## config.mk

```make
export PLATFORM = sky130hd
export DESIGN_NAME = q2e_isqrt
export DESIGN_NICKNAME = d
export VERILOG_FILES = /design/src/rtl/core/q2e_isqrt.sv
export SDC_FILE = /design/constraint.sdc
export NUM_CORES = 2
export LEC_CHECK = 0
export BUFFER_PORTS_ARGS = -buffer_cell sky130_fd_sc_hd__buf_2
export CAP_MARGIN = 0
export CELL_PAD_IN_SITES_DETAIL_PLACEMENT = 0
export CELL_PAD_IN_SITES_GLOBAL_PLACEMENT = 1
export CORE_ASPECT_RATIO = 0.75
export CORE_UTILIZATION = 48
export DETAILED_ROUTE_END_ITERATION = 6
export PLACE_DENSITY = 0.8
export SETUP_SLACK_MARGIN = 0.05
export SLEW_MARGIN = 20
export SYNTH_ARGS = -nofsm -noshare
export SYNTH_HDL_FRONTEND = slang
export SYNTH_SLANG_ARGS = --single-unit
```

## constraint.sdc

```tcl
create_clock -name clk -period 2.7 [get_ports clk]
set_input_delay 0.54 -clock clk [delete_from_list [all_inputs] [get_ports clk]]
set_output_delay 0.54 -clock clk [all_outputs]
set_load 0.02 [all_outputs]
```

## src/rtl/core/q2e_isqrt.sv

```systemverilog
module q2e_isqrt #(
	parameter int F = 14,
	parameter int PW = 110
) (
	input  logic          clk,
	input  logic          en,
	input  logic [2*F:0]  radicand,
	input  logic [PW-1:0] pass_in,
	output logic [F:0]    root,
	output logic [PW-1:0] pass_out
);
	localparam int R = F + 1;
	localparam int NW = 2 * F + 1;
	localparam int TW = 2 * F + 4;

	logic [NW-1:0] rem_s  [1:R];
	logic [R-1:0]  root_s [1:R];
	logic [PW-1:0] pass_s [1:R];

	// One root bit per stage, most significant first; rem holds radicand - root^2.
	for (genvar k = 0; k < R; k++) begin : g_bit
		localparam int B = R - 1 - k;
		logic [NW-1:0] rem_i;
		logic [R-1:0]  root_i;
		logic [PW-1:0] pass_i;
		logic [TW-1:0] trial;
		if (k == 0) begin : g_first
			assign rem_i = radicand;
			assign root_i = '0;
			assign pass_i = pass_in;
		end else begin : g_next
			assign rem_i = rem_s[k];
			assign root_i = root_s[k];
			assign pass_i = pass_s[k];
		end
		assign trial = ((TW'(root_i) << 1) | (TW'(1) << B)) << B;
		always_ff @(posedge clk) begin
			if (en) begin
				if (TW'(rem_i) >= trial) begin
					rem_s[k+1] <= rem_i - NW'(trial);
					root_s[k+1] <= root_i | (R'(1) << B);
				end else begin
					rem_s[k+1] <= rem_i;
					root_s[k+1] <= root_i;
				end
				pass_s[k+1] <= pass_i;
			end
		end
	end

	assign root = root_s[R];
	assign pass_out = pass_s[R];
endmodule

```

### Word-level counts from Yosys, hierarchy flattened

Memories as Yosys holds them, arrays and structs flattened.
Cells that the tools add are included.

* flip-flop bits (word level): 0
* RAM bits: 2310
* input port bits: 141
* output and inout bits: 125
* word-level logic and storage cells: 185
* memories kept: 3

* add/sub/neg operators: 15
* order comparisons: 15
* mux-type cells: 122
* bitwise operators: 30

Memories
* pass_s: words 15, bits a word 110, read ports 15, clocked after Yosys merged registers in 0, write ports 15, line 18 `logic [PW-1:0] pass_s [1:R];`
* rem_s: words 15, bits a word 29, read ports 14, clocked after Yosys merged registers in 0, write ports 15, line 16 `logic [NW-1:0] rem_s [1:R];`
* root_s: words 15, bits a word 15, read ports 15, clocked after Yosys merged registers in 0, write ports 15, line 17 `logic [R-1:0] root_s [1:R];`

Operators by type and width (count)
* 29-bit two-way mux: 15
* 15-bit two-way mux: 15
* 1-bit two-way mux: 92
* 1-bit OR: 30
* 29-bit by 16-bit greater-or-equal comparator with 1-bit output: 1
* 29-bit by 17-bit greater-or-equal comparator with 1-bit output: 1
* 29-bit by 18-bit greater-or-equal comparator with 1-bit output: 1
* 29-bit by 19-bit greater-or-equal comparator with 1-bit output: 1
* 29-bit by 20-bit greater-or-equal comparator with 1-bit output: 1
* 29-bit by 21-bit greater-or-equal comparator with 1-bit output: 1
* 29-bit by 22-bit greater-or-equal comparator with 1-bit output: 1
* 29-bit by 23-bit greater-or-equal comparator with 1-bit output: 1
* 29-bit by 24-bit greater-or-equal comparator with 1-bit output: 1
* 29-bit by 25-bit greater-or-equal comparator with 1-bit output: 1
* 29-bit by 26-bit greater-or-equal comparator with 1-bit output: 1
* 29-bit by 27-bit greater-or-equal comparator with 1-bit output: 1
* 29-bit by 28-bit greater-or-equal comparator with 1-bit output: 1
* 29-bit greater-or-equal comparator: 1
* 29-bit greater-or-equal comparator, second input constant: 1
* 29-bit by 16-bit subtractor with 29-bit output: 1
* 29-bit by 17-bit subtractor with 29-bit output: 1
* 29-bit by 18-bit subtractor with 29-bit output: 1
* 29-bit by 19-bit subtractor with 29-bit output: 1
* 29-bit by 20-bit subtractor with 29-bit output: 1
* other kinds (10): 10

### Logic depth before layout (Yosys ltp)

An unclocked memory read counts as a cell.

* depth in word-level cells: 6
* gate-level depth with buffers: 12
* mapped depth without buffers: 9

### Worst setup path after synthesis

OpenSTA, ideal clock, no wires.

* kind: input port to flip-flop
* start: input en
* end: register, netlist name rem_s[7][0]
* setup time: 0.415 ns
* arrival: 2.292 ns
* data required time: 2.285 ns
* setup slack: -0.007 ns
* cell stages on the path: 3
* buffers on the path: 3
* cells stage by stage: clkbuf_1 > clkbuf_1 > clkbuf_1

RTL lines
* start: declaration: line 6 `input logic en,`

==> metrics <==
status finished, final reports clean; Final setup violation count 0; vias post-DR 31817; Leakage 31.2 nW; CTS Buffer Depth 3; Residual DRC 0; Starting Density 48.7%; maximum vdd ir drop 0.651 mV; gpl congestion 0.848; Hold Path Class primary input to flip-flop; relative slew slack 39.5%; clock sinks 2176; top_reg_cell synth edfxtp_1; Setup CP Type flip-flop to flip-flop; asr flop ratio synth 0%; vias in the first global route 31589; Post-Syn Area per Cell 20.7 um2; first-pass GRT wire length 169000 um; cells after synthesis 3601; non-filler instance count after layout 6492; register bit total from synthesis 2176; Total Wirelength 109000 um; core area 0.153 mm2; CTS buffer count 193; endpoints failing hold 0; die area 0.157 mm2; Ports 266; WHS 0.211 ns; Period Utilization, post-route 99.5%; Slew Limit Fails 0; pin count of the biggest net entering global routing 170; minimum clock period 2.69 ns; worst endpoint required time 3.20 ns; # port buffers 265; crit end category flip-flop; unrepaired setup endpoints after global routing true; Detail Route Antenna Nets 0; worst-path maximum fanout 3; DR iter-0 viols 2050; Post-synth EDFFs 2176; synth warn 0; area growth from synthesis to layout 18.4%; Chip Width 457 um; # fillers 10971; Synth cell types 75; Root Driver clkbuf_16; CP Data Arrival Time 3.19 ns; GR Overflow Total 0; Die Span Y 344 um; initial antenna violation count 0; Synth Net Count 3873; Fmax achieved 0.372 GHz; Placed Cells 5969; Pwr per Cell Area 829 mW/mm2; via/cell ratio 4.90; Least-Margin Pin Slew 0.907 ns; Rows 124; n_diodes 0; MaxCap Viol Count 0; Seq/Total Area, Yosys 87.5%; CTS clk-pin slew, worst paths 0.06 ns; htree depth 4; hpwl dp 63500 um; clock skew 0.0622 ns; Synth Cell Area 0.0747 mm2; share of cells above drive strength 1 19.5%; startpoint types flip-flop; TritonRoute pass-1 iters 5; WL/cell 16.8 um; GR Util All Layers 13.7%; Final nets 4599; CTS tree yes; Worst-Skew Late Latency 0.81 ns
==> kinds of logic (layout without fill, tap and decap cells) <==
logic type      Yosys count  in the layout  share of synthesized area [%]
flops                  2176           2176                           87.5
simple gates            553            553                           3.99
compound gates          354            354                           2.99
buf+inv                 203           1078                           1.07
xor+xnor                160            160                           1.88
fa+ha+maj               131            131                           2.20
mux                      24             24                          0.349
==> flip-flops by register name (all words and copies together), names as in the netlist <==
name,flops
rem_s,406
pass_s,1650
root_s,120
==> layout by cell type (no fill, tap or decap), types with 10 or more instances in the layout <==
cell type,count
a21o_1,26
a21oi_1,90
buf_12,21
buf_2,264
buf_4,146
bufinv_16,19
clkbuf_1,32
clkbuf_16,194
clkinv_1,28
clkinv_2,39
dlygate4sd3_1,139
edfxtp_1,2176
ha_1,104
ha_4,21
inv_1,151
mux2_2,12
nand2_1,125
nand2b_1,31
nand3_1,28
nand3b_1,10
nand4_1,25
nor2_1,101
nor2b_1,24
nor3_1,47
nor4_1,42
o21a_1,28
o21ai_0,100
o31ai_1,11
or3_1,11
xnor2_1,85
xor2_1,75
==> path summary, 6_finish.rpt <==
| path | cells past startpoint | startpoint | slack [ns] | end |
|---|---|---|---|---|
| setup reg to reg | 8 | rem_s[4][49] | 0.01 | rem_s[5][23] |
| setup / recovery | 8 | rem_s[4][49] | 0.01 | rem_s[5][23] |
| hold reg to reg | 0 | pass_s[1][138] | 0.39 | pass_s[1][248] |
| hold / removal | 1 | en | 0.21 | rem_s[6][46] |
==> critical path, stage by stage, from the launching register on <==
cell	delay (ns)
edfxtp_1	0.43
ha_4	0.30
nor4b_4	0.17
nand4_1	0.11
or4_4	0.55
nand4b_1	0.17
or3b_4	0.44
nor3_2	0.13
xor2_1	0.08
==> timing repair <==
action,CTS,global route
resized for setup,29,127
buffers inserted,8,32
pin swaps,10,31
hold endpoints to repair,140,0
setup endpoints to repair,54,116
gates cloned,0,1
hold buffers,139,0
==> Yosys cell counts, types with 12 or more instances <==
master	count	area share [%]
o21a_1	28	0.28
nor4b_1	14	0.16
a21o_1	26	0.26
clkbuf_1	27	0.14
mux2_2	15	0.23
inv_1	156	0.78
xnor2_1	85	1.0
or3_1	13	0.11
a21oi_1	98	0.66
nand3_1	31	0.21
nor2_1	107	0.54
nor3_1	54	0.36
nor4_1	54	0.45
nor2b_1	27	0.23
xor2_1	75	0.88
ha_1	131	2.2
buf_2	18	0.12
nand2_1	125	0.63
o21ai_0	105	0.70
nand4_1	25	0.21
nand2b_1	31	0.26
edfxtp_1	2176	88
o31ai_1	12	0.12
==> where the power goes <==
part / internal, mW / switching (mW) / total, mW / leakage [nW]
combinational: 2.20 / 2.84 / 5.04 / 6.92
sequential: 40.1 / 1.14 / 41.3 / 21.2
clock: 15.1 / 11.8 / 27.0 / 3.07
total: 57.5 / 15.8 / 73.3 / 31.2
==> cell type report <==
type	count	area (um2)	share of cell area, %
sequential	2176	65300	73.9
clock inverter	118	1320	1.49
inverter	156	589	0.667
clock buffer	226	4970	5.63
tap	2016	2520	2.85
timing repair buffer	578	4320	4.88
multi-input combinational	1222	9330	10.6
==> through the flow <==
step	utilization, %	cell area [um2]	power [mW]	TNS, ns	worst slack [ns]
after CTS	57.0	87500	73.8	0	0.0296
final	57.6	88400	73.3	0	0.0138
after floorplan	-	74700	44.3	0	0.0744
after global routing	57.6	88400	76.2	-0.512	-0.0779
after detailed placement	51.9	79600	46.5	-0.716	-0.0951
after global placement	51.9	79600	46.3	-0.762	-0.122
==> per-layer routing <==
metal / share of wire, % / track usage [%] / vias to the layer above / routed length [um]
met5: 0 / 0 / - / 0
met4: 3.0 / 5.59 / 0 / 3250
met3: 3.8 / 2.47 / 217 / 4150
met2: 48 / 22.5 / 622 / 52600
met1: 45 / 18.2 / 15470 / 49000
li1: - / - / 15508 / -
No activity file was read; power rests on OpenSTA's default activity.
