===== src/rtl/core/q2e_pkg.sv =====
package q2e_pkg;

	typedef struct packed {
		logic signed [15:0] quat_w;
		logic signed [15:0] quat_x;
		logic signed [15:0] quat_y;
		logic signed [15:0] quat_z;
	} quat_in_t;

	typedef struct packed {
		logic signed [15:0] yaw_deg;
		logic signed [15:0] pitch_deg;
		logic signed [15:0] roll_deg;
	} euler_out_t;

	// Exact product sums: 28 fraction bits, magnitude below 2^33.
	localparam int PROD_W = 35;
	localparam int PROD_FRAC = 28;
	localparam int TAB_FRAC = 30;

	localparam logic [31:0] HALF_PI_Q30 = 32'h6487ED51;

	// atan(2^-i) scaled by 2^30, truncated but for entries 27 to 30, which are rounded.
	localparam logic [31:0] ATAN_Q30 [32] = '{
		32'h3243F6A8, 32'h1DAC6705, 32'h0FADBAFC, 32'h07F56EA6,
		32'h03FEAB76, 32'h01FFD55B, 32'h00FFFAAA, 32'h007FFF55,
		32'h003FFFEA, 32'h001FFFFD, 32'h000FFFFF, 32'h0007FFFF,
		32'h0003FFFF, 32'h0001FFFF, 32'h0000FFFF, 32'h00007FFF,
		32'h00003FFF, 32'h00001FFF, 32'h00000FFF, 32'h000007FF,
		32'h000003FF, 32'h000001FF, 32'h000000FF, 32'h0000007F,
		32'h0000003F, 32'h0000001F, 32'h0000000F, 32'h00000008,
		32'h00000004, 32'h00000002, 32'h00000001, 32'h00000000
	};

	// Radians to 1/128 degree is near 36672 / 5; the /5 is a reciprocal multiply.
	localparam int DEG_NUM = 36672;
	localparam int DEG_DEN = 5;
	localparam int QUO_W = 18;
	localparam int RECIP_SH = 22;
	localparam logic [19:0] RECIP5 = 20'd838861;

endpackage


===== src/rtl/core/q2e_cordic.sv =====
module q2e_cordic #(
	parameter int F = 14,
	parameter int W = 22,
	parameter int STEPS = 16
) (
	input  logic                clk,
	input  logic                en,
	input  logic signed [W-1:0] y_in,
	input  logic signed [W-1:0] x_in,
	output logic signed [W-1:0] angle
);
	localparam logic signed [W-1:0] HP =
		W'(q2e_pkg::HALF_PI_Q30 >> (q2e_pkg::TAB_FRAC - F));

	logic signed [W-1:0] x_s [STEPS+1];
	logic signed [W-1:0] y_s [STEPS+1];
	logic signed [W-1:0] z_s [STEPS+1];
	logic                zf_s [STEPS+1];

	// A vector in the left half plane is first turned a quarter turn toward the right.
	always_ff @(posedge clk) begin
		if (en) begin
			zf_s[0] <= (x_in == '0) && (y_in == '0);
			if (x_in < 0) begin
				if (y_in >= 0) begin
					x_s[0] <= y_in;
					y_s[0] <= -x_in;
					z_s[0] <= HP;
				end else begin
					x_s[0] <= -y_in;
					y_s[0] <= x_in;
					z_s[0] <= -HP;
				end
			end else begin
				x_s[0] <= x_in;
				y_s[0] <= y_in;
				z_s[0] <= '0;
			end
		end
	end

	for (genvar i = 0; i < STEPS; i++) begin : g_step
		localparam logic [31:0] AQ = q2e_pkg::ATAN_Q30[i];
		localparam logic signed [W-1:0] A = W'(AQ >> (q2e_pkg::TAB_FRAC - F));
		always_ff @(posedge clk) begin
			if (en) begin
				if (y_s[i] >= 0) begin
					x_s[i+1] <= x_s[i] + (y_s[i] >>> i);
					y_s[i+1] <= y_s[i] - (x_s[i] >>> i);
					z_s[i+1] <= z_s[i] + A;
				end else begin
					x_s[i+1] <= x_s[i] - (y_s[i] >>> i);
					y_s[i+1] <= y_s[i] + (x_s[i] >>> i);
					z_s[i+1] <= z_s[i] - A;
				end
				zf_s[i+1] <= zf_s[i];
			end
		end
	end

	assign angle = zf_s[STEPS] ? '0 : z_s[STEPS];
endmodule


===== config.mk =====
export PLATFORM = sky130hd
export DESIGN_NAME = q2e_cordic
export DESIGN_NICKNAME = d
export VERILOG_FILES = /design/src/rtl/core/q2e_pkg.sv /design/src/rtl/core/q2e_cordic.sv
export SDC_FILE = /design/constraint.sdc
export NUM_CORES = 2
export LEC_CHECK = 0
export ABC_CLOCK_PERIOD_IN_PS = 5430
export BUFFER_PORTS_ARGS = -buffer_cell sky130_fd_sc_hd__buf_2
export CAP_MARGIN = 20
export CORE_ASPECT_RATIO = 0.5
export CORE_MARGIN = 1
export CORE_UTILIZATION = 55
export DETAILED_ROUTE_END_ITERATION = 12
export PLACE_DENSITY = 0.71
export SLEW_MARGIN = 30
export SYNTH_ARGS = -nofsm -noshare
export SYNTH_HDL_FRONTEND = slang
export SYNTH_SLANG_ARGS = --single-unit

===== constraint.sdc =====
create_clock -name clk -period 5.43 [get_ports clk]
set_input_delay 0.8145 -clock clk [delete_from_list [all_inputs] [get_ports clk]]
set_output_delay 0.8145 -clock clk [all_outputs]
set_load 0.02 [all_outputs]

# Word-level counts from Yosys, hierarchy flattened
# Memories as Yosys holds them, arrays and structs flattened.
# Index checks and enable logic that the tools add are counted.
op_classes:
  muxes: 164
  order_cmp: 18
  n_reduce_logical: 3
  bitwise_logic: 54
  addsub: 93
ops:
  columns: ["cell", "n"]
  rows:
  - ["two-way mux 22 bit", 55]
  - [">= comparator 22 x 1 -> 1 bit, second input constant", 17]
  - ["two-way mux 1 bit", 109]
  - ["bitwise OR 1 bit", 54]
  - ["adder 22 x 10 -> 22 bit", 2]
  - ["adder 22 x 11 -> 22 bit", 2]
  - ["adder 22 x 12 -> 22 bit", 2]
  - ["adder 22 x 13 -> 22 bit", 2]
  - ["adder 22 x 14 -> 22 bit", 2]
  - ["adder 22 x 15 -> 22 bit", 2]
  - ["adder 22 x 16 -> 22 bit", 2]
  - ["adder 22 x 17 -> 22 bit", 2]
  - ["adder 22 x 18 -> 22 bit", 2]
  - ["adder 22 x 19 -> 22 bit", 2]
  - ["adder 22 x 20 -> 22 bit", 2]
  - ["adder 22 x 21 -> 22 bit", 2]
  - ["adder 22 x 7 -> 22 bit", 2]
  - ["adder 22 x 8 -> 22 bit", 2]
  - ["adder 22 x 9 -> 22 bit", 2]
  - ["logical NOT 22 bit", 2]
  - ["negator 22 bit", 2]
  - ["subtractor 22 x 10 -> 22 bit", 2]
  - ["subtractor 22 x 11 -> 22 bit", 2]
  - ["subtractor 22 x 12 -> 22 bit", 2]
  - ["44 further kinds", 57]
totals:
  word_cells: 336
  reg_bits: 0
  mem_count: 4
  in_bits: 46
  output_inout_bits: 22
  mem_bits_rw: 1139
mem_list:
  columns: ["name", "depth", "word_bits", "read_ports", "rd_ports_with_merged_regs", "write_ports", "line_no", "rtl"]
  rows:
  - ["x_s", 17, 22, 16, 0, 17, "q2e_cordic.sv:15", "logic signed [W-1:0] x_s [STEPS+1];"]
  - ["y_s", 17, 22, 16, 0, 17, "q2e_cordic.sv:16", "logic signed [W-1:0] y_s [STEPS+1];"]
  - ["z_s", 17, 22, 17, 0, 17, "q2e_cordic.sv:17", "logic signed [W-1:0] z_s [STEPS+1];"]
  - ["zf_s", 17, 1, 17, 0, 17, "q2e_cordic.sv:18", "logic zf_s [STEPS+1];"]

# Longest topological paths before layout
logic_depth:
  word_depth: 7
  depth_mapped: 20
  depth_no_buf: 19

# Least setup slack after synthesis
# OpenSTA, ideal clock, no wires.
synth_path:
  path_type: "input to register"
  from: "input port en"
  to: "memory x_s[10][21] (data pin)"
  t_arrival_ns: 4.402
  slack_ns: 0.764
  setup_time_ns: 0.265
  t_required_ns: 5.165
  n_path_buf: 5
  stages: 19
  cell_sequence: "buf_4 > buf_6 > and2_1 > clkbuf_1 > clkinv_1 > clkbuf_1 > buf_1 > o21ai_0 > inv_1 > ha_1 > nor2b_1 > o31a_1 > o41ai_2 > a21oi_1 > a31oi_2 > nor3_1 > o31a_1 > a311oi_1 > xnor2_1"
synth_rtl:
  columns: ["element", "line_no", "rtl"]
  rows:
  - ["from (decl)", "q2e_cordic.sv:7", "input logic en,"]
  - ["to (decl)", "q2e_cordic.sv:15", null]

==> flow_metrics.py <==
metrics = {
    "run_status": {
        "status": "complete, no violations",
    },
    "floorplan": {
        "fp.dieH_um": 259,
        "die_width_um": 517,
        "placementRows": 93,
        "floorplan.die_area_um2": 134000,
        "coreArea_um2": 130000,
        "io-pin-count": 68,
        "initial_utilization_pct": 56.0,
    },
    "cells_and_area": {
        "proportion_of_layout_cells_with_a_drive_suffix_above_1_pct": 4.96,
        "nets": 8308,
        "n_antenna_cell": 0,
        "multi_input_area_um2": 42400,
        "register_area_um2": 28000,
        "layout-area-overhead-vs-synth_pct": 7.05,
        "layout_fillers": 11113,
        "finalInstanceArea_um2": 77900,
    },
    "routing": {
        "route.detailed.drc": 0,
        "totalWireLength_um": 161000,
        "number_of_drc_markers_after_the_initial_detailed_route_iteration": 3148,
        "vias": 54629,
        "antenna_violating_nets_post_route": 0,
        "dr.pass1.iters": 8,
        "post_drt_wl_per_cell_um": 17.1,
        "detail_route.vias_per_cell": 5.80,
    },
    "hold_path": {
        "worstHoldEndpoint": "zf_s[4]$_DFFE_PP_",
        "min_path_cells": 0,
        "min-delay-path-class": "reg -> reg",
        "startpoint_of_the_most_critical_hold_path": "zf_s[3]$_DFFE_PP_",
    },
    "sta": {
        "worst-slew-pin-transition_ns": 0.913,
        "final_period_minus_worst_setup_slack_ns": 4.65,
        "layout_worst_path_cycle_share_pct": 85.6,
        "timing.final.max_slew_violations": 0,
        "hold_viol_final": 0,
        "fin_skew_ns": 0.0293,
        "timing.setup.tns_ns": 0,
        "slew_headroom_pct": 38.6,
        "grt_setup_unrepaired": "no",
        "achievable-frequency_mhz": 215,
        "final_setup_violation_count": 0,
        "whs_ns": 0.417,
    },
    "yosys": {
        "post_synth_fa_ha_maj_area_fraction_pct": 11.9,
        "yosysWarnings": 0,
        "synth_seq_area_share_pct": 38.4,
        "synth_compound_gate_area_share_pct": 16.9,
        "syn-mean-instance-area_um2": 9.59,
        "syn_nets": 8311,
        "synth-async-reset-ratio_pct": 0,
        "main_combinational_cell_family_by_area_after_synthesis": "compound AO/OA/AOI/OAI gates",
        "cell_type_with_the_highest_aggregate_area_in_the_netlist": "sky130_fd_sc_hd__edfxtp_1",
        "synth.ff_latch_count": 932,
        "synth.cells.most_frequent": "932 x sky130_fd_sc_hd__edfxtp_1, 777 x sky130_fd_sc_hd__xnor2_1, 671 x sky130_fd_sc_hd__nor2_1",
        "synth.cell_area_um2": 72800,
        "postSynthCellCount": 7591,
        "yosys.area_share.xor_xnor_pct": 13.2,
        "portion_of_synthesized_cell_area_occupied_by_the_leading_cell_type_pct": 38.4,
        "simple_logic_cell_fraction_of_the_synthesized_area_pct": 15.1,
        "synth_enable_flop_cells": 932,
        "post-synth-top-count-cell": "sky130_fd_sc_hd__edfxtp_1",
        "number_of_unique_standard_cell_types_used_by_synthesis": 108,
        "dominantRegCellSynth": "sky130_fd_sc_hd__edfxtp_1",
        "synth.area.top_cells": "sky130_fd_sc_hd__edfxtp_1 38%, sky130_fd_sc_hd__ha_1 11%, sky130_fd_sc_hd__xnor2_1 9.3%",
        "post_synth_mux_area_share_pct": 1.15,
    },
    "setup_path": {
        "cp-end-kind": "register",
        "ff2ff_path_depth": 14,
        "worstSetupStartpointType": "register",
        "cp.arrival_ns": 5.10,
        "criticalPathCategory": "reg -> reg",
        "crit_fanout": 5,
        "regToRegEndpoint": "x_s[5][20]$_DFFE_PP_",
        "timing.critical_path.required_ns": 5.88,
        "reg2reg_setup_slack_ns": 0.78,
        "regToRegStartpoint": "y_s[4][7]$_DFFE_PP_",
    },
    "placement": {
        "dp_hpwl_um": 125000,
        "placement.io_buffers": 67,
        "place_area_um2": 75000,
        "place.gp.congestion": 0.993,
    },
    "cts": {
        "cts-root-to-sink-buffers": 3,
        "root_buffer": "sky130_fd_sc_hd__clkbuf_16",
        "postCtsHoldBufs": 0,
        "htreeDepth": 3,
        "clock_transition_time_at_the_flip_flop_clock_pins_of_the_worst_setup_and_hold_paths_ns": 0.06,
        "tritoncts_clock_tree": "built",
        "clock_sink_count": 932,
        "clkLatencyLatePin_ns": 0.72,
        "cts.repair.resized": 0,
        "cts-buffers-inserted": 93,
        "cts_post_setup_buffers_inserted": 0,
    },
    "global_route": {
        "antenna_found_initial": 0,
        "grt_first_pass_wirelength_um": 261000,
        "first_global_vias": 52330,
        "global_route.usage.total_pct": 23.7,
        "grt_start_max_net_pins": 168,
        "grt_overflow": 0,
    },
    "flow_run": {
        "timing.max_cap.violations": 0,
    },
}
-- worst max-delay path, stage by stage, from the launching register on --
cell and delay [ns]:
sky130_fd_sc_hd__edfxtp_1 0.48, sky130_fd_sc_hd__or3_1 0.40, sky130_fd_sc_hd__or3b_2 0.53, sky130_fd_sc_hd__o31a_1 0.31, sky130_fd_sc_hd__xnor2_1 0.13, sky130_fd_sc_hd__ha_1 0.35, sky130_fd_sc_hd__a21o_1 0.18, sky130_fd_sc_hd__a21o_1 0.17
sky130_fd_sc_hd__a21o_1 0.20, sky130_fd_sc_hd__o21a_1 0.18, sky130_fd_sc_hd__a311oi_1 0.54, sky130_fd_sc_hd__o21ai_0 0.27, sky130_fd_sc_hd__o31ai_1 0.35, sky130_fd_sc_hd__mux2i_1 0.23, sky130_fd_sc_hd__nand2_1 0.07
-- cell usage in the layout, fill, tap and decap left out, types with 58 or more instances in the layout --
master,count
sky130_fd_sc_hd__ha_1,647
sky130_fd_sc_hd__a21oi_1,584
sky130_fd_sc_hd__a31oi_1,79
sky130_fd_sc_hd__o31ai_1,103
sky130_fd_sc_hd__nand2b_1,106
sky130_fd_sc_hd__nor2b_1,113
sky130_fd_sc_hd__edfxtp_1,932
sky130_fd_sc_hd__buf_2,66
sky130_fd_sc_hd__nand3_1,164
sky130_fd_sc_hd__mux2i_1,71
sky130_fd_sc_hd__nor4_1,79
sky130_fd_sc_hd__o21a_1,99
sky130_fd_sc_hd__o21ai_0,403
sky130_fd_sc_hd__and2_1,60
sky130_fd_sc_hd__xor2_1,318
sky130_fd_sc_hd__buf_4,69
sky130_fd_sc_hd__clkbuf_16,94
sky130_fd_sc_hd__nand2_1,474
sky130_fd_sc_hd__o21bai_1,62
sky130_fd_sc_hd__a21o_1,135
sky130_fd_sc_hd__or3_1,79
sky130_fd_sc_hd__nand4_1,58
sky130_fd_sc_hd__xnor2_1,777
sky130_fd_sc_hd__nor3_1,254
sky130_fd_sc_hd__inv_1,385
sky130_fd_sc_hd__nor2_1,671
sky130_fd_sc_hd__and3_1,76
-- final cells by class --
type | count | share of cell area, %
Sequential cell | 932 | 35.9
Tap cell | 1757 | 2.82
Clock inverter | 52 | 0.673
Multi-Input combinational cell | 6034 | 54.4
Inverter | 388 | 1.87
Timing Repair Buffer | 139 | 1.18
Clock buffer | 110 | 3.10
-- state kept, by name (all words and copies together) (netlist names) --
| name | cells |
|---|---|
| x_s | 274 |
| y_s | 286 |
| z_s | 355 |
| zf_s | 17 |
-- per-layer routing --
| metal | wire (µm) | global-route usage (%) | vias to the layer above | share of wire [%] |
|---|---|---|---|---|
| met3 | 5210 | 2.85 | 357 | 3.2 |
| met4 | 7540 | 11.1 | 0 | 4.7 |
| met1 | 67800 | 27.4 | 25421 | 42 |
| li1 | - | - | 27799 | - |
| met5 | 0 | 0 | - | 0 |
| met2 | 80200 | 43.7 | 1052 | 50 |
-- worst max-delay path by stage --
stage | start | to | slack, ns | cells past startpoint
2_1_floorplan | en | x_s[10][21]$_DFFE_PP_ | 0.76 | 19
3_3_place_gp | en | x_s[3][21]$_DFFE_PP_ | 0.53 | 16
3_5_place_dp | en | y_s[12][21]$_DFFE_PP_ | 0.56 | 14
4_1_cts | y_s[4][7]$_DFFE_PP_ | x_s[5][20]$_DFFE_PP_ | 0.80 | 14
5_1_grt | y_s[4][7]$_DFFE_PP_ | x_s[5][20]$_DFFE_PP_ | 0.54 | 14
6_report | y_s[4][7]$_DFFE_PP_ | x_s[5][20]$_DFFE_PP_ | 0.78 | 14
-- kinds of logic after synthesis --
family,count (synthesis)
DFF,932
xor gates and xnor gates,1095
muxes,82
AOI/OAI and AO/OA,1913
and+or+nand+nor,2268
buffers and inverters,625
adders and majority gates,676
-- metrics by stage --
stage	cells	setup WS, ns	util, %
CTS	9412	0.800	60.0
floorplan	7591	0.764	-
detailed placement	9250	0.557	57.7
global placement	9250	0.529	57.7
finish	9412	0.779	60.0
global route	9412	0.542	60.0
Power is not shown: default switching activity piles up to over one toggle a cycle in this logic, so the estimate is an artifact.
