--- config.mk ---
export PLATFORM = sky130hd
export DESIGN_NAME = q2e_deg
export DESIGN_NICKNAME = d
export VERILOG_FILES = /design/src/rtl/core/q2e_pkg.sv /design/src/rtl/core/q2e_deg.sv
export SDC_FILE = /design/constraint.sdc
export NUM_CORES = 1
export LEC_CHECK = 0
export ABC_AREA = 1
export BUFFER_PORTS_ARGS = -buffer_cell sky130_fd_sc_hd__buf_4
export CAP_MARGIN = 5
export CORE_UTILIZATION = 40
export DETAILED_ROUTE_END_ITERATION = 6
export PLACE_DENSITY = 0.61
export SETUP_SLACK_MARGIN = 0.15
export SLEW_MARGIN = 40
export SYNTH_ARGS = -nofsm -noshare
export SYNTH_HDL_FRONTEND = slang
export SYNTH_SLANG_ARGS = --single-unit
--- constraint.sdc ---
create_clock -name clk -period 16.45 [get_ports clk]
set_input_delay 1.645 -clock clk [delete_from_list [all_inputs] [get_ports clk]]
set_output_delay 1.645 -clock clk [all_outputs]
set_load 0.03 [all_outputs]
--- src/rtl/core/q2e_pkg.sv ---
package q2e_pkg;

	typedef struct packed {
		logic signed [15:0] quat_w;
		logic signed [15:0] quat_x;
		logic signed [15:0] quat_y;
		logic signed [15:0] quat_z;
	} quat_in_t;

	typedef struct packed {
		logic signed [15:0] yaw_deg;
		logic signed [15:0] pitch_deg;
		logic signed [15:0] roll_deg;
	} euler_out_t;

	// Exact product sums: 28 fraction bits, magnitude below 2^33.
	localparam int PROD_W = 35;
	localparam int PROD_FRAC = 28;
	localparam int TAB_FRAC = 30;

	localparam logic [31:0] HALF_PI_Q30 = 32'h6487ED51;

	// atan(2^-i) scaled by 2^30, truncated but for entries 27 to 30, which are rounded.
	localparam logic [31:0] ATAN_Q30 [32] = '{
		32'h3243F6A8, 32'h1DAC6705, 32'h0FADBAFC, 32'h07F56EA6,
		32'h03FEAB76, 32'h01FFD55B, 32'h00FFFAAA, 32'h007FFF55,
		32'h003FFFEA, 32'h001FFFFD, 32'h000FFFFF, 32'h0007FFFF,
		32'h0003FFFF, 32'h0001FFFF, 32'h0000FFFF, 32'h00007FFF,
		32'h00003FFF, 32'h00001FFF, 32'h00000FFF, 32'h000007FF,
		32'h000003FF, 32'h000001FF, 32'h000000FF, 32'h0000007F,
		32'h0000003F, 32'h0000001F, 32'h0000000F, 32'h00000008,
		32'h00000004, 32'h00000002, 32'h00000001, 32'h00000000
	};

	// Radians to 1/128 degree is near 36672 / 5; the /5 is a reciprocal multiply.
	localparam int DEG_NUM = 36672;
	localparam int DEG_DEN = 5;
	localparam int QUO_W = 18;
	localparam int RECIP_SH = 22;
	localparam logic [19:0] RECIP5 = 20'd838861;

endpackage

--- src/rtl/core/q2e_deg.sv ---
module q2e_deg #(
	parameter int F = 14,
	parameter int W = 22
) (
	input  logic                clk,
	input  logic                en,
	input  logic signed [W-1:0] angle,
	output logic signed [15:0]  deg
);
	localparam int QW = q2e_pkg::QUO_W;
	localparam int MW = W + 16;
	localparam logic [MW-1:0] HALF_DEN = MW'(q2e_pkg::DEG_DEN) << (F - 1);

	logic          neg_s1, neg_s2, neg_s3;
	logic [MW-1:0] num_s1;
	logic [QW-1:0] quo_s2;
	logic [QW-1:0] res_s3;
	logic [W-1:0]  mag_v;
	logic [MW-1:0] rnd_v;
	logic [QW+19:0] prod_v;

	assign mag_v = angle[W-1] ? W'(-angle) : W'(angle);

	always_ff @(posedge clk) begin
		if (en) begin
			neg_s1 <= angle[W-1];
			num_s1 <= MW'(mag_v) * MW'(q2e_pkg::DEG_NUM);
		end
	end

	// Rounding half away from zero works on the magnitude; the power-of-two part goes first.
	assign rnd_v = (num_s1 + HALF_DEN) >> F;

	always_ff @(posedge clk) begin
		if (en) begin
			neg_s2 <= neg_s1;
			quo_s2 <= rnd_v[QW-1:0];
		end
	end

	assign prod_v = (QW+20)'(quo_s2) * (QW+20)'(q2e_pkg::RECIP5);

	always_ff @(posedge clk) begin
		if (en) begin
			neg_s3 <= neg_s2;
			res_s3 <= QW'(prod_v >> q2e_pkg::RECIP_SH);
		end
	end

	always_comb begin
		if (!neg_s3) begin
			deg = (res_s3 > QW'(32767)) ? 16'sd32767 : 16'(res_s3);
		end else begin
			deg = (res_s3 > QW'(32768)) ? -16'sd32768 : 16'(-res_s3);
		end
	end
endmodule

[After elaboration in Yosys (flattened, before gate mapping)]
Cells that the tools add are included.
Storage, ports and cells
  memory bits (writable): 0
  bits in registers: 63
  latch bits: 0
  memory bits (read-only): 0
  memories kept: 0
Cells by class
  $add $sub $neg: 3
  shifts and indexed selects: 0
  reduce and logical (&&, ||, !) cells: 0
  div/mod/pow operators: 0
  bitwise gates (word level): 0
  $mul: 2
  multiplexer cells: 4
  equal/unequal tests: 0
  $lt $le $gt $ge: 2
Operators with widths (number)
  two-way mux 16 bit: 3
  multiplier 18 x 20 -> 38 bit, second input constant: 1
  adder 32 x 16 -> 32 bit, second input constant: 1
  multiplier 22 x 10 -> 26 bit, second input constant: 1
  two-way mux 22 bit: 1
  negator 22 bit: 1
  greater-than comparator 16 x 15 -> 1 bit, second input constant: 1
  greater-than comparator 16 bit, second input constant: 1
  negator 16 bit: 1

[Depth between registers and ports, before layout]
Gate-level depths: netlist of run 1.
  depth in word-level cells: 3
  mapped depth: 30
  depth with buffers taken out: 30

[Worst setup path after synthesis of run 1]
No wires, ideal clock.
  path type: input to register
  from: input port angle[1]
  to: register num_s1[31], data pin
  slack: 9.889 ns
  arrival time: 6.308 ns
  stages: 27
  library setup time: 0.252 ns
  required time: 16.198 ns
  cell sequence: inv_1 > ha_1 > inv_1 > nor3_2 > nand3_1 > o21ai_2 > o21ai_0 > xor2_1 > ha_1 > inv_1 > fa_1 > inv_1 > fa_1 > fa_1 > inv_1 > fa_1 > inv_1 > ha_1 > nand2_1 > nor2_1 > inv_1 > nor2_1 > inv_1 > o21ai_0 > a21oi_1 > nand2_1 > nand2_1
Between the ends
  longest elaborated chain between the ends: 3
RTL lines
  start: declaration: RTL line q2e_deg.sv:7  | input logic signed [W-1:0] angle,
  negator 22 bit: RTL line q2e_deg.sv:22  | assign mag_v = angle[W-1] ? W'(-angle) : W'(angle);
  two-way mux 22 bit (*): RTL line q2e_deg.sv:22
  multiplier 22 x 10 -> 26 bit (*): RTL line q2e_deg.sv:27  | num_s1 <= MW'(mag_v) * MW'(q2e_pkg::DEG_NUM);
  end signal: assignment: RTL line q2e_deg.sv:27
  end: declaration: RTL line q2e_deg.sv:15  | logic [MW-1:0] num_s1;
Every way passes the cells marked *; elsewhere a longest branch is shown, timed or not.
A chain may end at the register's enable or synchronous reset.

[Final worst setup path of run 1]
  from: input port angle[0]
  to: register num_s1[31], data pin
Same word-level chain as after synthesis.

==> metrics.md, run 1 <==
| Metric | Value |
|---|---|
| DRT iter0 DRCs | `442` |
| Post-cts resize count | `0` |
| CTS tree | `done` |
| Post-route ant nets | `0` |
| Clock latency at the later pin of the worst-skew pair | `0.31 ns` |
| Main flop type after synthesis | `edfxtp_1` |
| Netlist cell types | `38` |
| Num Clock Sinks | `56` |
| Headroom to the max-slew limit | `48.8%` |
| Vias per std cell | `4.84` |
| CTS max path bufs | `2` |
| Post-synth top area cell | `fa_1` |
| Sequential Area | `1680 um2` |
| Overall global routing resource usage | `18.8%` |
| Initial DRT Pass Iterations | `6` |
| Synth warn | `0` |
| Detailed-route wire length per cell | `14.5 um` |
| Most used cell along the critical path | `fa_1` |
| Skew final | `0.00752 ns` |
| GRT Residual Overflow | `0` |
| Die area | `32600 um2` |
| Crit path DAT | `7.07 ns` |
| Critical Path Fanout Max | `7` |
| Final WL | `29400 um` |
| Dpl hpwl | `26500 um` |
| First-pass GRT wire length | `48700 um` |
| Pins Over Slew Limit | `0` |
| Actual slew at the worst max-slew pin | `0.768 ns` |
| Clock Pin Slew Worst Setup and Hold Paths | `0.07 ns` |
| Post-CTS setup buffer count | `0` |
| Worst path max stage delay | `0.56 ns` |
| Drc violations | `0` |
| Final setup viols | `0` |
| Tmin final | `7.00 ns` |
| Largest net degree at the start of global routing | `57` |
| Final-report hold violation count | `0` |
| CTS H-tree lvls | `2` |
| Number of synthesized flops with an enable pin | `56` |
| Die height | `181 um` |
| Initial Utilization | `40.5%` |
| Hold Crit Class | `reg -> reg` |
| Post-route clock period utilization | `42.5%` |
| Status | `finished, final reports clean` |
| Startpoint types | `input pin` |
| Async S/R FF share, synth | `0%` |
| RSZ-0062 raised after global routing | `false` |
| Crit. End Element | `register` |
| Die width | `181 um` |
| Area of the multi-input gates | `9400 um2` |
| Crit-path slowest cell | `fa_1` |
| # rows | `65` |
| Commonest non-fill, non-tap cells in the layout | `434 x inv_1, 263 x nand2_1, 204 x ha_1, 162 x fa_1, 93 x nor2_1` |
| Area growth, synth to finish | `7.15%` |
| Mapped Area | `12800 um2` |
| CP cell instances | `buf_4 -> inv_2 -> ha_1 -> inv_1 -> nor3_2 -> nand3_1 -> o21ai_2 -> xor2_1 -> ha_1 -> fa_1 -> fa_1 -> fa_1 -> inv_1 -> fa_1 -> inv_1 -> ha_1 -> nand2_1 -> o21ai_0 -> a21oi_1 -> o21ai_0 -> a21oi_1 -> nand2_1 -> nand2_1` |
| Post-synthesis register bit count | `56` |
| Synthesized area per cell | `8.07 um2` |
| Hold_buf cts | `0` |
| Fillers | `3142` |
| Share of Yosys cell area claimed by the top area cell type | `25.4%` |
| PortBufs | `39` |
| Synth area leaders | `fa_1 25%, ha_1 20%, edfxtp_1 13%` |
| Seq/Total Area, Yosys | `13.2%` |
| Setup slack, reg-to-reg | `10.68 ns` |
| Final GP Congestion | `0.982` |
| Nets | `2012` |
| I/O pin count | `40` |
| Fmax | `143 MHz` |
| Root buffer cell | `clkbuf_16` |
| Share of cells above drive strength 1 | `5.11%` |
| Routed via count | `9792` |
| Critical path class | `in -> reg` |
| Synthesized Nets | `1971` |
| Setup Total Neg Slack | `0 ns` |
| CTS buffer count | `5` |
| Initial antenna violation count | `0` |
| Critical path's top delay family | `adder cells` |
| Gate Count Post-Synth | `1581` |
| Leading cell type in the layout, fill and taps excluded | `inv_1` |
| Vias in the first global route | `9984` |
| Max_cap viols | `0` |
| CORE AREA | `31500 um2` |
| Worst endpoint required time | `16.52 ns` |
| Ant diodes | `0` |
| Worst path buffer plus inverter count | `5` |
synthesized netlist by cell type, drive strengths merged, types with 2 or more instances:
master / number
o21a: 3
inv: 438
nand4: 14
buf: 2
o21ai: 73
a21boi: 3
xor2: 49
xnor2: 20
o21bai: 10
edfxtp: 56
nor4: 13
clkbuf: 3
fa: 162
nand3b: 3
nand2: 273
nor3: 16
a31oi: 3
a21o: 4
a21oi: 65
ha: 204
or2: 2
nand3: 63
nor2: 99
through the flow:
stage	setup WS, ns	utilization [%]	instances	hold WS [ns]	cell area, um2
finish	9.45	43.4	2025	0.425	13700
detailed placement	9.13	43.0	2017	0.406	13500
global placement	9.14	43.0	2017	0.402	13500
floorplan	9.89	-	1581	0.400	12800
global route	9.04	43.4	2025	0.435	13700
CTS	9.47	43.4	2025	0.425	13700
final cells by class:
class                   instances  area share [%]
flip-flops and latches         56            12.3
clock inverters                 3           0.156
clock buffers                   5           0.915
inverters                     438            12.0
well taps                     402            3.68
repair buffers                 39            2.14
multi-input cells            1082            68.8
worst reg2reg max path: stages (launching register included):
cell and delay [ns]:
edfxtp_1 0.54, ha_1 0.38, inv_1 0.06, fa_1 0.47, inv_1 0.11, fa_1 0.58, inv_1 0.08, fa_1 0.54
inv_1 0.06, fa_1 0.53, inv_1 0.05, fa_1 0.54, inv_1 0.05, ha_1 0.33, nand2_1 0.11, nor2_1 0.19
inv_1 0.10, nor3_1 0.33, nand2_1 0.10, nand2_1 0.11, a21oi_1 0.09, xnor2_1 0.17
cell families after synthesis:
kind of cell,synth area share (%)
simple gates,16.6
buf+inv,13.1
fa+ha+maj,45.4
compound gates,6.91
xor+xnor,4.74
flops,13.2
routing by layer:
| layer | track usage, % | wire length (um) |
|---|---|---|
| met4 | 5.54 | 797 |
| met5 | 0 | 0 |
| met1 | 21.9 | 12600 |
| met3 | 1.41 | 512 |
| met2 | 36.3 | 15500 |
worst paths after layout:
| kind | start | end | cells after the start |
|---|---|---|---|
| max | angle[0] | num_s1[31]$_DFFE_PP_ | 23 |
| min | neg_s1$_DFFE_PP_ | neg_s2$_DFFE_PP_ | 0 |
| max reg2reg | quo_s2[3]$_DFFE_PP_ | res_s3[1]$_DFFE_PP_ | 21 |
| min reg2reg | neg_s1$_DFFE_PP_ | neg_s2$_DFFE_PP_ | 0 |
flip-flops by register name, indices dropped and copies added (netlist names):
signal,flops
num_s1,19
res_s3,16
neg_s3,1
neg_s2,1
quo_s2,18
neg_s1,1
Power of run 1 is not shown: default switching activity piles up to over one toggle a cycle in this logic, so the estimate is an artifact.
==> inputs of run 2 (changes only) <==
==> constraint.sdc (replaced) <==
create_clock -name clk -period 6.55 [get_ports clk]
set_input_delay 0.655 -clock clk [delete_from_list [all_inputs] [get_ports clk]]
set_output_delay 0.655 -clock clk [all_outputs]
set_load 0.03 [all_outputs]
==> metrics.md, run 2 (synthesis gave the netlist of run 1 again) <==
| Metric | Value |
|---|---|
| Clock Pin Slew Worst Setup and Hold Paths | `0.08 ns (was 0.07 ns)` |
| Routed via count | `9732 (was 9792)` |
| Initial antenna violation count | `0 (unchanged)` |
| Largest net degree at the start of global routing | `57 (unchanged)` |
| Met3 GRT Util | `1.48% (was 1.41%)` |
| Dpl hpwl | `26400 um (was 26500 um)` |
| Headroom to the max-slew limit | `49.2% (was 48.8%)` |
| Tmin final | `5.93 ns` |
| GRT Residual Overflow | `0 (unchanged)` |
| Ant diodes | `0 (unchanged)` |
| Setup Total Neg Slack | `0 ns (unchanged)` |
| Die area | `32600 um2 (unchanged)` |
| Crit-path slowest cell | `fa_1 (unchanged)` |
| CTS buffer count | `5 (unchanged)` |
| Clock latency at the later pin of the worst-skew pair | `0.32 ns (was 0.31 ns)` |
| Crit. End Element | `register (unchanged)` |
| Initial DRT Pass Iterations | `5 (was 6)` |
| Overall global routing resource usage | `18.9% (was 18.8%)` |
| Critical path's top delay family | `adder cells (unchanged)` |
| Post-CTS setup buffer count | `0 (unchanged)` |
| Hold Crit Endpoint | `neg_s3$_DFFE_PP_ (was neg_s2$_DFFE_PP_)` |
| Most Crowded Layer GR | `met2 (unchanged)` |
| Post-cts resize count | `0 (unchanged)` |
| CORE AREA | `31500 um2 (unchanged)` |
| Fin cells | `2028 (was 2025)` |
| Die width | `181 um (unchanged)` |
| Commonest non-fill, non-tap cells in the layout | `434 x inv_1, 263 x nand2_1, 204 x ha_1, 162 x fa_1, 93 x nor2_1 (unchanged)` |
| I/O pin count | `40 (unchanged)` |
| DRT iter0 DRCs | `501 (was 442)` |
| PortBufs | `39 (unchanged)` |
| Worst R2R End | `res_s3[7]$_DFFE_PP_ (was res_s3[1]$_DFFE_PP_)` |
| CP Depth | `23 (unchanged)` |
| Hold Crit Start | `neg_s2$_DFFE_PP_ (was neg_s1$_DFFE_PP_)` |
| First-pass GRT wire length | `49500 um (was 48700 um)` |
| Post-route cell area | `13700 um2 (about the same)` |
| Vias per std cell | `4.80 (was 4.84)` |
| Hold Path Cell Cnt | `0 (unchanged)` |
| Met2 Usage GRT | `36.4% (was 36.3%)` |
| Critical path class | `in -> reg (unchanged)` |
| Worst path max stage delay | `0.56 ns (about the same)` |
| Final-report hold violation count | `0 (unchanged)` |
| Post-route ant nets | `0 (unchanged)` |
| Leading cell type in the layout, fill and taps excluded | `inv_1 (unchanged)` |
| Num Clock Sinks | `56 (unchanged)` |
| Final GP Congestion | `0.981 (was 0.982)` |
| Share of cells above drive strength 1 | `5.29% (was 5.11%)` |
| Fmax | `168 MHz` |
| Worst path buffer plus inverter count | `5 (unchanged)` |
| CP cell instances | `buf_4 -> inv_2 -> ha_1 -> inv_1 -> nor3_2 -> nand3_1 -> o21ai_2 -> xor2_1 -> ha_1 -> fa_1 -> fa_1 -> fa_1 -> inv_1 -> fa_1 -> inv_1 -> ha_1 -> nand2_1 -> o21ai_0 -> a21oi_1 -> o21ai_0 -> a21oi_1 -> nand2_1 -> nand2_1 (unchanged)` |
| Die height | `181 um (unchanged)` |
| Fillers | `3170 (was 3142)` |
| Root buffer cell | `clkbuf_16 (unchanged)` |
| Final setup viols | `0 (unchanged)` |
| Reg with most FFs | `num_s1 (unchanged)` |
| Skew final | `0.0117 ns (was 0.00752 ns)` |
| Crit path DAT | `6.01 ns (was 7.07 ns)` |
| Most used cell along the critical path | `fa_1 (unchanged)` |
| Hold Crit Class | `reg -> reg (unchanged)` |
| Status | `finished, final reports clean (unchanged)` |
| Reg2reg start | `quo_s2[12]$_DFFE_PP_ (was quo_s2[3]$_DFFE_PP_)` |
| Critical Path Fanout Max | `7 (unchanged)` |
| Vias in the first global route | `10200 (was 9984)` |
| Detailed-route wire length per cell | `14.5 um (about the same)` |
| CTS max path bufs | `2 (unchanged)` |
| FF-to-FF path depth | `20 (was 21)` |
| Initial Utilization | `40.5% (unchanged)` |
| Final WL | `29300 um (was 29400 um)` |
| M1 GR Usage | `22.5% (was 21.9%)` |
| Post-route clock period utilization | `90.6%` |
| Post-Place Cells | `2020 (was 2017)` |
| Drc violations | `0 (unchanged)` |
| Startpoint types | `input pin (unchanged)` |
| Max_cap viols | `0 (unchanged)` |
| Max reg flops | `19 (unchanged)` |
| RSZ-0062 raised after global routing | `false (unchanged)` |
| Largest regs | `num_s1 (19), quo_s2 (18), res_s3 (16) (unchanged)` |
| Cell Area, Placed | `13500 um2 (about the same)` |
| Actual slew at the worst max-slew pin | `0.762 ns (was 0.768 ns)` |
| CTS H-tree lvls | `2 (unchanged)` |
| Area growth, synth to finish | `7.37% (was 7.15%)` |
| CTS tree | `done (unchanged)` |
| Setup slack, reg-to-reg | `0.79 ns (was 10.68 ns)` |
| # rows | `65 (unchanged)` |
| Nets | `2015 (was 2012)` |
| Worst endpoint required time | `6.62 ns (was 16.52 ns)` |
| Hold_buf cts | `0 (unchanged)` |
| Pins Over Slew Limit | `0 (unchanged)` |
-- run 2: worst reg2reg max path: stages, from the launching register on --
cell,delay [ns]
edfxtp_1,0.50
ha_1,0.40
fa_1,0.53
inv_1,0.10
fa_1,0.57
inv_1,0.07
fa_1,0.50
fa_1,0.55
inv_1,0.06
fa_1,0.52
inv_1,0.04
ha_1,0.37
nand2_1,0.12
nor2_1,0.11
inv_1,0.09
nor2_1,0.14
inv_1,0.11
nor4_1,0.30
o21ai_1,0.25
nand3_1,0.12
nand2_1,0.06
-- run 2: how the worst max path moves through the flow --
stage	start	endpoint	slack, ns
floorplan	angle[1]	num_s1[31]$_DFFE_PP_	0.98
global placement	angle[0]	num_s1[31]$_DFFE_PP_	0.32
detailed placement	angle[0]	num_s1[30]$_DFFE_PP_	0.30
CTS	angle[0]	num_s1[30]$_DFFE_PP_	0.62
global route	angle[1]	num_s1[31]$_DFFE_PP_	0.23
finish	angle[0]	num_s1[31]$_DFFE_PP_	0.62
-- run 2: per-layer routing --
layer,wire length (um),up-vias
li1,-,4981
met1,12700,4607
met2,15500,114
met3,525,30
met4,613,0
met5,0,-
-- run 2: final cells by class --
class	count	area, um2	area share, %
clock buffer	5	125	0.913
clock inverter	3	27.5	0.201
inverter	438	1640	12.0
multi-input combinational	1082	9400	68.6
sequential	56	1680	12.3
tap	402	503	3.67
timing repair buffer	42	315	2.30
-- run 2: stage by stage --
stage                     utilization (%)  hold slack (ns)  setup WS, ns
final                                43.5            0.424         0.615
after global routing                 43.5            0.436         0.228
after CTS                            43.5            0.424         0.622
after detailed placement             43.0            0.405         0.297
after global placement               43.0            0.403         0.318
after floorplan                         -            0.400         0.979
Power of run 2 is left out for the same reason.
==> inputs of run 3 (changes only) <==
--- a/config.mk
+++ b/config.mk
@@ -11,6 +11,7 @@
 export CORE_UTILIZATION = 40
 export DETAILED_ROUTE_END_ITERATION = 6
 export PLACE_DENSITY = 0.61
+export REMOVE_ABC_BUFFERS = 1
 export SETUP_SLACK_MARGIN = 0.15
 export SLEW_MARGIN = 40
 export SYNTH_ARGS = -nofsm -noshare
==> metrics.md, run 3 (synthesis gave the netlist of run 1 again) <==
| Metric | Value |
|---|---|
| Status | `finished, final reports clean (unchanged)` |
| Leading cell type in the layout, fill and taps excluded | `inv_1 (unchanged)` |
| Reg2reg start | `quo_s2[3]$_DFFE_PP_ (was quo_s2[12]$_DFFE_PP_)` |
| Detailed-route wire length per cell | `14.7 um (was 14.5 um)` |
| Initial Utilization | `40.5% (unchanged)` |
| Most Crowded Layer GR | `met2 (unchanged)` |
| Reg with most FFs | `num_s1 (unchanged)` |
| Max reg flops | `19 (unchanged)` |
| Area growth, synth to finish | `7.33% (was 7.37%)` |
| Skew final | `0.00456 ns (was 0.0117 ns)` |
| PortBufs | `39 (unchanged)` |
| Post-cts resize count | `0 (unchanged)` |
| Clock Pin Slew Worst Setup and Hold Paths | `0.07 ns (was 0.08 ns)` |
| Tmin final | `5.99 ns (was 5.93 ns)` |
| Drc violations | `0 (unchanged)` |
| Post-route clock period utilization | `91.4% (was 90.6%)` |
| Num Clock Sinks | `56 (unchanged)` |
| CTS buffer count | `5 (unchanged)` |
| Actual slew at the worst max-slew pin | `0.759 ns (was 0.762 ns)` |
| Clock latency at the later pin of the worst-skew pair | `0.30 ns (was 0.32 ns)` |
| First-pass GRT wire length | `50100 um (was 49500 um)` |
| Worst setup path startpoint | `angle[2] (was angle[0])` |
| Initial antenna violation count | `0 (unchanged)` |
| Final setup viols | `0 (unchanged)` |
| Setup slack, reg-to-reg | `0.87 ns (was 0.79 ns)` |
| I/O pin count | `40 (unchanged)` |
| Worst endpoint required time | `6.62 ns (about the same)` |
| Vias in the first global route | `10300 (was 10200)` |
| Startpoint types | `input pin (unchanged)` |
| Worst path max stage delay | `0.54 ns (was 0.56 ns)` |
| Fmax | `167 MHz (was 168 MHz)` |
| Hold Crit Start | `neg_s1$_DFFE_PP_ (was neg_s2$_DFFE_PP_)` |
| Setup Total Neg Slack | `0 ns (unchanged)` |
| Routed via count | `9872 (was 9732)` |
| CORE AREA | `31500 um2 (unchanged)` |
| Final WL | `29800 um (was 29300 um)` |
| Met3 GRT Util | `1.50% (was 1.48%)` |
| Share of cells above drive strength 1 | `5.29% (unchanged)` |
| # rows | `65 (unchanged)` |
| Critical path class | `in -> reg (unchanged)` |
| RSZ-0062 raised after global routing | `false (unchanged)` |
| Most used cell along the critical path | `inv_1 (was fa_1)` |
| Worst path buffer plus inverter count | `7 (was 5)` |
| GRT Residual Overflow | `0 (unchanged)` |
| Max_cap viols | `0 (unchanged)` |
| Overall global routing resource usage | `19.2% (was 18.9%)` |
| CTS tree | `done (unchanged)` |
| Commonest non-fill, non-tap cells in the layout | `434 x inv_1, 263 x nand2_1, 204 x ha_1, 162 x fa_1, 93 x nor2_1 (unchanged)` |
| CTS max path bufs | `2 (unchanged)` |
| Die width | `181 um (unchanged)` |
| Hold Crit Class | `reg -> reg (unchanged)` |
| Ant diodes | `0 (unchanged)` |
| M1 GR Usage | `23.2% (was 22.5%)` |
| CTS H-tree lvls | `2 (unchanged)` |
| Die height | `181 um (unchanged)` |
| Critical Path Fanout Max | `5 (was 7)` |
| Headroom to the max-slew limit | `49.4% (was 49.2%)` |
| Largest regs | `num_s1 (19), quo_s2 (18), res_s3 (16) (unchanged)` |
| Root buffer cell | `clkbuf_16 (unchanged)` |
| Die area | `32600 um2 (unchanged)` |
| Crit. End Element | `register (unchanged)` |
| Post-route ant nets | `0 (unchanged)` |
| Pins Over Slew Limit | `0 (unchanged)` |
| Vias per std cell | `4.87 (was 4.80)` |
| Dpl hpwl | `27000 um (was 26400 um)` |
| Crit path DAT | `6.05 ns (was 6.01 ns)` |
| Final-report hold violation count | `0 (unchanged)` |
| Post-CTS setup buffer count | `0 (unchanged)` |
| Largest net degree at the start of global routing | `57 (unchanged)` |
| Crit-path slowest cell | `fa_1 (unchanged)` |
| Final GP Congestion | `0.955 (was 0.981)` |
| Hold_buf cts | `0 (unchanged)` |
| Met2 Usage GRT | `36.7% (was 36.4%)` |
| DRT iter0 DRCs | `530 (was 501)` |
| Nets | `2015 (unchanged)` |
| Initial DRT Pass Iterations | `7 (was 5)` |
| Critical path's top delay family | `adder cells (unchanged)` |
[run 3: cell types whose count changed in the layout (fill, tap and decap cells not counted)]
cell      delta
clkinv_2     +1
clkinv_4     -1
inv_6        +1
inv_8        -1
[run 3: layer usage]
layer | routed length [um] | vias to the layer above
met5 | 0 | -
met4 | 551 | 0
met3 | 716 | 30
met2 | 15600 | 145
met1 | 13000 | 4708
li1 | - | 4989
[run 3: path summary, 6_finish.rpt]
kind / endpoint / depth (start not counted)
worst max-delay path: num_s1[28]$_DFFE_PP_ / 28
worst min-delay path: neg_s2$_DFFE_PP_ / 0
worst max register to register: res_s3[3]$_DFFE_PP_ / 19
worst min register to register: neg_s2$_DFFE_PP_ / 0
[run 3: final cells by class]
class                      count  area [um2]
timing repair buffer          42         315
multi-input combinational   1082        9400
clock buffer                   5         125
fill                        3169       17800
clock inverter                 3        21.3
tap                          402         503
sequential                    56        1680
inverter                     438        1640
[run 3: metrics by stage]
| step | hold WS, ns | setup slack [ns] | utilization (%) | instances | instance area (um2) |
|---|---|---|---|---|---|
| 4_1_cts | 0.425 | 0.562 | 43.5 | 2028 | 13700 |
| 3_3_place_gp | 0.403 | 0.273 | 43.0 | 2020 | 13500 |
| 5_1_grt | 0.442 | 0.152 | 43.5 | 2028 | 13700 |
| 3_5_place_dp | 0.408 | 0.253 | 43.0 | 2020 | 13500 |
| 6_report | 0.423 | 0.564 | 43.5 | 2028 | 13700 |
| 2_1_floorplan | 0.400 | 0.979 | - | 1576 | 12700 |
[run 3: worst reg2reg max path, stage by stage (launching register included)]
cell	delay, ns
edfxtp_1	0.54
ha_1	0.40
inv_1	0.07
fa_1	0.47
inv_1	0.11
fa_1	0.60
inv_1	0.08
fa_1	0.53
inv_1	0.06
fa_1	0.56
inv_1	0.07
fa_1	0.54
inv_1	0.04
ha_1	0.33
a21oi_1	0.28
o21a_1	0.19
o21ai_0	0.16
a21oi_1	0.16
nand2_1	0.08
xor2_1	0.15
Power of run 3 is left out for the same reason.
